==> config.mk <==
export PLATFORM = sky130hd
export DESIGN_NAME = cfd_queue
export DESIGN_NICKNAME = d
export VERILOG_FILES = /design/src/rtl/cfd_pkg.sv /design/src/rtl/cfd_queue.sv
export SDC_FILE = /design/constraint.sdc
export NUM_CORES = 1
export LEC_CHECK = 0
export BUFFER_PORTS_ARGS = -buffer_cell sky130_fd_sc_hd__buf_2
export CAP_MARGIN = 20
export CORE_UTILIZATION = 30
export CTS_CLUSTER_DIAMETER = 120
export DETAILED_ROUTE_END_ITERATION = 12
export HOLD_SLACK_MARGIN = 0.06
export PLACE_DENSITY = 0.57
export SLEW_MARGIN = 20
export SYNTH_ARGS = -nofsm -noshare
export SYNTH_HDL_FRONTEND = slang
export SYNTH_SLANG_ARGS = --single-unit
==> constraint.sdc <==
create_clock -name i_clk -period 9.7 [get_ports i_clk]
set_clock_uncertainty 0.1 [all_clocks]
set_input_delay 2.425 -clock i_clk [delete_from_list [all_inputs] [get_ports i_clk]]
set_output_delay 2.425 -clock i_clk [all_outputs]
set_load 0.02 [all_outputs]
==> src/rtl/cfd_pkg.sv <==
// Shared types and constants for the clipped framebuffer draw engine.
package cfd_pkg;

    localparam int POS_W       = 16;
    localparam int COORD_W     = 10;   // holds any on-screen column/row up to 1023
    localparam int SIZE_W      = 11;   // holds a clipped size up to 1024
    localparam int COLOR_W     = 8;
    localparam int COUNT_W     = 17;
    localparam int QUEUE_DEPTH = 2;
    localparam int QPTR_W      = $clog2(QUEUE_DEPTH);
    localparam int QCNT_W      = $clog2(QUEUE_DEPTH + 1);
    localparam int OUT_W       = 32;

    localparam logic [COLOR_W-1:0] RESET_COLOR = 8'd3;

    typedef enum logic [1:0] {
        OP_WRITE = 2'd0,
        OP_FILL  = 2'd1,
        OP_CLEAR = 2'd2,
        OP_READ  = 2'd3
    } t_op;

    // clipped command handed from front to back
    typedef struct packed {
        t_op                op;
        logic [COORD_W-1:0] x;
        logic [COORD_W-1:0] y;
        logic [SIZE_W-1:0]  w;
        logic [SIZE_W-1:0]  h;
        logic [COLOR_W-1:0] color;
        logic               empty;
    } t_cmd;

    typedef enum logic [1:0] {
        B_IDLE,
        B_SETUP,
        B_RUN,
        B_DONE
    } t_bstate;

endpackage

==> src/rtl/cfd_queue.sv <==
// Short command queue between front end and drawing back end.
module cfd_queue (
    input  logic            i_clk,
    input  logic            i_rst_n,
    input  logic            i_push,
    input  cfd_pkg::t_cmd   i_cmd,
    output logic            o_full,
    input  logic            i_pop,
    output logic            o_empty,
    output cfd_pkg::t_cmd   o_cmd
);

    cfd_pkg::t_cmd                  r_slot [cfd_pkg::QUEUE_DEPTH];
    logic [cfd_pkg::QPTR_W-1:0]     r_wr_ptr, r_rd_ptr;
    logic [cfd_pkg::QCNT_W-1:0]     r_cnt;

    assign o_full  = r_cnt == cfd_pkg::QCNT_W'(cfd_pkg::QUEUE_DEPTH);
    assign o_empty = r_cnt == '0;
    assign o_cmd   = r_slot[r_rd_ptr];

    always_ff @(posedge i_clk) begin
        if (!i_rst_n) begin
            r_wr_ptr <= '0;
            r_rd_ptr <= '0;
            r_cnt    <= '0;
        end else begin
            if (i_push) begin
                r_wr_ptr <= r_wr_ptr + cfd_pkg::QPTR_W'(1);
            end
            if (i_pop) begin
                r_rd_ptr <= r_rd_ptr + cfd_pkg::QPTR_W'(1);
            end
            if (i_push && !i_pop) begin
                r_cnt <= r_cnt + cfd_pkg::QCNT_W'(1);
            end else if (i_pop && !i_push) begin
                r_cnt <= r_cnt - cfd_pkg::QCNT_W'(1);
            end
        end
    end

    always_ff @(posedge i_clk) begin
        if (i_push) begin
            r_slot[r_wr_ptr] <= i_cmd;
        end
    end

endmodule

==> impl_metrics.tcl, run 1 <==
set metrics [dict create \
    hp-class "reg -> reg" \
    worstHoldStart "r_cnt[1]$_SDFFE_PN0P_" \
    worst_skew_pair.late_latency_ns 0.34 \
    cts_buffers 9 \
    path_clk_slew_ns 0.06 \
    clock_sinks 111 \
    area_delta_synth_final_pct 25.3 \
    tightest_slew_ns 0.738 \
    busiest_layer "met2" \
    cts_max_level 3 \
    final_util_pct 38.4 \
    initial_utilization_pct 30.7 \
    min_path_cells 2 \
    max_freq_mhz 216 \
    antenna_cells 0 \
    drc_errors 0 \
    critPathLaunchType "flip-flop" \
    ys_ff_latch 111 \
    num_rows 42 \
    drt_iter0_drc 100 \
    power.total_mw 1.04 \
    path_max_fanout 31 \
    end_kind "output port" \
    vias_per_cell 4.22 \
    critPathKind "reg -> out" \
    grt_util_met3_pct 3.38 \
    slew_headroom_pct 50.8 \
    ios 112 \
    chipWidth_um 118 \
    status "finished clean" \
    grt_pass1_wl_um 11300 \
    r2r_setup_slack_ns 7.88 \
    fill_cells 1279 \
    holdPathEnd "r_cnt[1]$_SDFFE_PN0P_" \
    gp_congestion 0.637 \
    placed_cells 471 \
    period_minus_slack_ns 4.63 \
    dieArea_mm2 0.0140 \
    dp_worst_setup_slack_ns 5.36 \
    track_usage_pct 10.9 \
    ir_worst_vdd_mv 0.0875 \
    drt-pass1-iter-count 5 \
    routedWlPerCell_um 14.6 \
    design.core.area_mm2 0.0132 \
    post_dp_cell_area_mm2 0.00481 \
    most-common-layout-cells "buf_2 (111), edfxtp_1 (106), mux2_2 (53)" \
    crit_required_ns 7.18 \
    whs_ns 0.442 \
    finalHoldViolations 0 \
    layout_commonest_cell "buf_2" \
    clockBufferDepth 2 \
    leakagePower_nw 1.89 \
    cts_tree "built" \
    path_buf_inv 2 \
    design_area_mm2 0.00509 \
    crit_chain "buf_4, mux2_2, buf_2" \
    ys_types 17 \
    vias 2053 \
    period_share_pct 47.7 \
    wl_um 7120 \
    overflow 0 \
    setup_violations 0 \
    ys_warn_count 0 \
    clock-root-buffer "clkbuf_16" \
    crit_family "flip-flops" \
    netlist_area_mm2 0.00406 \
    finalMaxSlewViolations 0 \
    slowest_stage "dfxtp_2" \
    hold_buffers 0 \
    met1_usage_pct 13.2 \
    rsz0062_at_grt "no" \
    reg2reg_depth 2 \
    cpPeakStageDelay_ns 0.70 \
    drive_gt1_share_pct 59.2 \
    max-cap-violations 0 \
    synth_area_per_cell_um2 21.7 \
    yosysSeqAreaShare_pct 80.9 \
    syn_nets 245 \
    grt_use_met2_pct 17.2 \
    cp_data_arrival_time_ns 2.11 \
    fin_cells 487 \
    netlist_instances 187 \
    antenna_found_initial 0 \
    worst_slack_ns 5.07 \
    die_h_um 118 \
    reg2reg_from "r_wr_ptr$_SDFFE_PN0P_" \
    cts_setup_buffers 0 \
    finalNetCount 364 \
    grt_pass1_vias 2202 \
    cts_resized 0 \
    ant_nets 0 \
    r2r_end "r_slot[1][44]$_DFFE_PP_" \
    io_buffers 111 \
    powerDensity_mw_per_mm2 204 \
    dpl.hpwl_um 4550 \
    final.setup.tns_ns 0 \
    grt_max_degree 55 \
    cp_num_cells 3 \
]
==> worst max path at each step <==
stage              start                      to  slack (ns)
3_5_place_dp   flip-flop               o_cmd[20]        5.36
4_1_cts        flip-flop               o_cmd[20]        4.97
6_report       flip-flop               o_cmd[39]        5.07
3_3_place_gp   flip-flop               o_cmd[20]        5.39
5_1_grt        flip-flop               o_cmd[51]        4.91
2_1_floorplan     i_push  r_slot[0][0]$_DFFE_PP_        4.33
==> synth_stat cells <==
library cell  instances  share of area, %
a21boi_1              1              0.18
and2_1                4              0.62
and2b_2               1              0.22
buf_2                 1              0.12
buf_6                 5               1.4
dfxtp_1               5               2.5
edfxtp_1            106                78
ha_1                  1              0.31
inv_1                 1             0.092
mux2_2               53                15
nor2_1                1             0.092
nor2b_1               2              0.31
o21a_1                1              0.18
o21ai_0               1              0.12
or3_1                 1              0.15
xnor2_1               1              0.22
xor2_1                2              0.43
==> metal layers <==
layer	part of all wire, %	vias up
met1	44	1006
li1	-	968
met3	5.3	11
met5	0	-
met2	48	68
met4	2.5	0
==> final cells by class <==
cell class / instances / area, µm² / share of cell area, %
sequential: 111 / 3280 / 64.5
inverter: 1 / 3.75 / 0.0738
clock inverter: 5 / 48.8 / 0.959
clock buffer: 11 / 233 / 4.57
tap: 176 / 220 / 4.33
multi-input combinational: 69 / 721 / 14.2
timing repair buffer: 114 / 578 / 11.4
==> where the power goes <==
| part | leakage, nW | switching (mW) | total [mW] | internal [mW] |
|---|---|---|---|---|
| logic | 0.714 | 0.0700 | 0.122 | 0.0518 |
| registers | 1.04 | 0.0101 | 0.563 | 0.553 |
| clock network | 0.141 | 0.154 | 0.352 | 0.198 |
| total | 1.89 | 0.234 | 1.04 | 0.803 |
==> flip-flops by register name, summed over array words and instances (netlist names), named ones only <==
name	count
r_slot	106
r_cnt	2
r_rd_ptr	1
r_wr_ptr	1
==> worst reg2reg max path: stages, from the launching register on <==
cell and delay [ns]:
dfxtp_1 0.38, and2_2 0.39, buf_4 0.54
==> cell families after synthesis <==
group                      synth area share, %
and+or+nand+nor                           1.39
adders and majority gates                0.308
DFF                                       80.9
AOI/OAI and AO/OA                        0.493
muxes                                     14.7
buffers and inverters                     1.60
xor gates and xnor gates                 0.647
Note: power is estimated with default switching activity, not from simulation.
==> run 2, diff against run 1 <==
- PLACE_DENSITY: 0.57 -> 0.59
- clock period: 9.7 -> 4.2 ns (I/O delays scaled with it)
==> impl_metrics.tcl, run 2 (same netlist as run 1, synthesis figures left out) <==
set metrics [dict create \
    status "finished clean" \
    ir_worst_vdd_mv 0.212 \
    initial_utilization_pct 30.7 \
    cts_setup_buffers 0 \
    cts_buffers 9 \
    crit_chain "buf_4, mux2_2, buf_2" \
    vias_per_cell 4.18 \
    fin_cells 487 \
    grt_pass1_vias 2162 \
    track_usage_pct 10.6 \
    setup_violations 0 \
    end_kind "output port" \
    critPathLaunchType "flip-flop" \
    tightest_slew_ns 0.745 \
    cts_resized 0 \
    clock_sinks 111 \
    layout_commonest_cell "buf_2" \
    worst_skew_pair.late_latency_ns 0.35 \
    antenna_found_initial 0 \
    max_freq_mhz 336 \
    critPathKind "reg -> out" \
    dieArea_mm2 0.0140 \
    period_share_pct 70.9 \
    gp_congestion 0.675 \
    grt_pass1_wl_um 10800 \
    finalMaxSlewViolations 0 \
    clockBufferDepth 2 \
    rsz0062_at_grt "no" \
    wl_um 6910 \
    max-cap-violations 0 \
    regMostFlops "r_slot" \
    largest_register_ffs 106 \
    cp_data_arrival_time_ns 1.83 \
    finalNetCount 364 \
    num_rows 42 \
    overflow 0 \
    die_h_um 118 \
    largestRegisters "r_slot x106, r_cnt x2" \
    finalHoldViolations 0 \
    placed_cells 471 \
    slowest_stage "buf_4" \
    powerDensity_mw_per_mm2 482 \
    design_area_mm2 0.00512 \
    final.setup.tns_ns 0 \
    design.core.area_mm2 0.0132 \
    grt_util_met3_pct 4.01 \
    busiest_layer "met2" \
    grt_use_met2_pct 17.5 \
    post_dp_cell_area_mm2 0.00481 \
    period_minus_slack_ns 2.98 \
    met1_usage_pct 11.4 \
    chipWidth_um 118 \
    leakagePower_nw 1.90 \
    path_max_fanout 53 \
    antenna_cells 0 \
    hp-class "reg -> reg" \
    cts_tree "built" \
    path_clk_slew_ns 0.07 \
    area_delta_synth_final_pct 26.1 \
    ant_nets 0 \
    cpPeakStageDelay_ns 0.56 \
    io_buffers 111 \
    power.total_mw 2.47 \
    hold_buffers 0 \
    drc_errors 0 \
    ios 112 \
    clock-root-buffer "clkbuf_16" \
    routedWlPerCell_um 14.2 \
    vias 2038 \
    drt-pass1-iter-count 4 \
    dpl.hpwl_um 4290 \
    drt_iter0_drc 84 \
    cts_max_level 3 \
    drive_gt1_share_pct 59.2 \
    crit_required_ns 3.05 \
    most-common-layout-cells "buf_2 (111), edfxtp_1 (106), mux2_2 (53)" \
    grt_max_degree 55 \
    slew_headroom_pct 50.3 \
]
## run 2: cell count changes in the layout (fill, tap and decap cells not counted)
| cell | change |
|---|---|
| clkinvlp_4 | +1 |
| clkinv_2 | -3 |
| clkinv_1 | +2 |
| bufinv_16 | +1 |
| clkbuf_1 | -2 |
| clkinv_4 | +1 |
## run 2: layer usage
layer,share of wire [%],wire (µm)
met5,0,0
met2,51,3510
met3,5.9,407
met4,2.6,183
met1,41,2810
## run 2: area by class of cell
cell class | count | area, µm²
multi-input combinational | 69 | 721
timing repair buffer | 114 | 578
clock inverter | 7 | 87.6
sequential | 111 | 3280
clock buffer | 9 | 225
inverter | 1 | 3.75
fill | 1276 | 8120
tap | 176 | 220
## run 2: stage by stage
step / hold WS, ns / setup slack, ns / util [%]
5_1_grt: 0.473 / 1.11 / 38.7
6_report: 0.407 / 1.22 / 38.7
4_1_cts: 0.416 / 1.15 / 38.7
3_5_place_dp: 0.407 / 1.55 / 36.3
2_1_floorplan: 0.366 / 0.203 / -
3_3_place_gp: 0.386 / 1.54 / 36.3
## run 2: worst paths after layout
kind / from / cells after the start / slack [ns] / to
hold reg to reg: r_cnt[1]$_SDFFE_PN0P_ / 2 / 0.41 / r_cnt[1]$_SDFFE_PN0P_
setup / recovery: flip-flop / 3 / 1.22 / o_cmd[10]
setup reg to reg: r_wr_ptr$_SDFFE_PN0P_ / 2 / 2.57 / r_slot[1][36]$_DFFE_PP_
hold / removal: r_cnt[1]$_SDFFE_PN0P_ / 2 / 0.41 / r_cnt[1]$_SDFFE_PN0P_
## run 2: worst max-delay path, delay by kind of cell, from the launching register on
kind                   cells  cell delay (ns)
buffers and inverters      2             0.72
multiplexers               1             0.42
flip-flops                 1             0.31
## run 2: power breakdown
part           leakage [nW]  switching (mW)  internal [mW]
registers              1.04          0.0144           1.28
logic                 0.714           0.169          0.120
clock network         0.148           0.369          0.517
total                  1.90           0.552           1.91
==> run 3, diff against run 2 <==
- PLACE_DENSITY: 0.59 -> 0.57
- clock period: 4.2 -> 2.8 ns (I/O delays scaled with it)
==> impl_metrics.tcl, run 3 (same netlist as run 1, synthesis figures left out) <==
set metrics [dict create \
    critPathKind "reg -> out" \
    cpPeakStageDelay_ns 0.39 \
    largestRegisters "r_slot x106, r_cnt x2" \
    drc_errors 0 \
    grt_pass1_wl_um 10600 \
    drt_iter0_drc 72 \
    register_area_mm2 0.00328 \
    dpl.hpwl_um 4260 \
    clock-root-buffer "clkbuf_16" \
    cts_tree "built" \
    grt_max_degree 55 \
    leakagePower_nw 1.90 \
    crit_required_ns 2.00 \
    hp-class "reg -> reg" \
    end_kind "output port" \
    setup_violations 0 \
    area_delta_synth_final_pct 26.1 \
    worst_skew_pair.late_latency_ns 0.34 \
    clock_sinks 111 \
    regMostFlops "r_slot" \
    design_area_mm2 0.00512 \
    hold_buffers 0 \
    slew_headroom_pct 72.9 \
    max-cap-violations 0 \
    ir_worst_vdd_mv 0.322 \
    period_minus_slack_ns 2.37 \
    num_rows 42 \
    initial_utilization_pct 30.7 \
    powerDensity_mw_per_mm2 701 \
    path_max_fanout 53 \
    cts_max_level 3 \
    multiInputGateArea_um2 721 \
    cts_setup_buffers 0 \
    drive_gt1_share_pct 59.0 \
    gp_congestion 0.654 \
    cts_resized 0 \
    slowest_stage "mux2_2" \
    ios 112 \
    status "finished clean" \
    design.core.area_mm2 0.0132 \
    fill_cells 1277 \
    antenna_cells 0 \
    vias 2040 \
    finalHoldViolations 0 \
    die_h_um 118 \
    whs_ns 0.409 \
    chipWidth_um 118 \
    wl_um 6910 \
    ant_nets 0 \
    layout_commonest_cell "buf_2" \
    post_dp_cell_area_mm2 0.00484 \
    finalNetCount 365 \
    routedWlPerCell_um 14.1 \
    drt-pass1-iter-count 4 \
    tightest_slew_ns 0.406 \
    clockBufferDepth 2 \
    grt_pass1_vias 2069 \
    dieArea_mm2 0.0140 \
    track_usage_pct 10.5 \
    max_freq_mhz 421 \
    r2r_setup_slack_ns 1.43 \
    final.setup.tns_ns 0 \
    period_share_pct 84.7 \
    most-common-layout-cells "buf_2 (111), edfxtp_1 (106), mux2_2 (53)" \
    vias_per_cell 4.18 \
    path_clk_slew_ns 0.07 \
    rsz0062_at_grt "no" \
    largest_register_ffs 106 \
    cts_buffers 9 \
    cp_data_arrival_time_ns 1.57 \
    crit_chain "buf_12, mux2_2, buf_2" \
    overflow 0 \
    io_buffers 111 \
    finalMaxSlewViolations 0 \
    critPathLaunchType "flip-flop" \
    antenna_found_initial 0 \
]
==> run 3: path summary, 6_finish.rpt <==
path / depth (start not counted) / start / end
setup / recovery: 3 / flip-flop / o_cmd[32]
hold / removal: 2 / r_cnt[1]$_SDFFE_PN0P_ / r_cnt[1]$_SDFFE_PN0P_
setup reg to reg: 2 / r_wr_ptr$_SDFFE_PN0P_ / r_slot[1][28]$_DFFE_PP_
hold reg to reg: 2 / r_cnt[1]$_SDFFE_PN0P_ / r_cnt[1]$_SDFFE_PN0P_
==> run 3: power by group <==
part | internal [mW] | switching, mW | leakage [nW] | total, mW
clock | 0.681 | 0.527 | 0.139 | 1.21
sequential | 1.92 | 0.0224 | 1.04 | 1.94
combinational | 0.187 | 0.254 | 0.727 | 0.441
total | 2.78 | 0.803 | 1.90 | 3.59
==> run 3: area by class of cell <==
type	count	area share, %
clock buffers	10	4.47
clock inverters	6	1.00
inverters	1	0.0733
multi-input cells	69	14.1
flip-flops and latches	111	64.1
well taps	176	4.30
repair buffers	115	11.9
==> run 3: metrics by stage <==
step | util (%) | setup slack (ns) | std cells | power, mW
finish | 38.7 | 0.427 | 488 | 3.59
global route | 38.7 | 0.375 | 488 | 3.74
CTS | 38.7 | 0.393 | 488 | 3.66
detailed placement | 36.5 | 0.786 | 472 | 2.43
global placement | 36.5 | 0.804 | 472 | 2.42
floorplan | - | 0.156 | 187 | 2.26
==> run 3: worst max-delay path: cells and delay by family (launching register included) <==
kind,cells,cell delay [ns]
buffers and inverters,2,0.41
multiplexers,1,0.39
flip-flops,1,0.34
==> run 3: routing by layer <==
metal	part of all wire, %	global-route usage [%]	wire [µm]	vias to the layer above
met5	0	0	0	-
met4	2.0	5.77	136	0
met3	5.3	3.47	365	10
met2	50	16.8	3490	62
met1	42	12.3	2920	998
li1	-	-	-	970
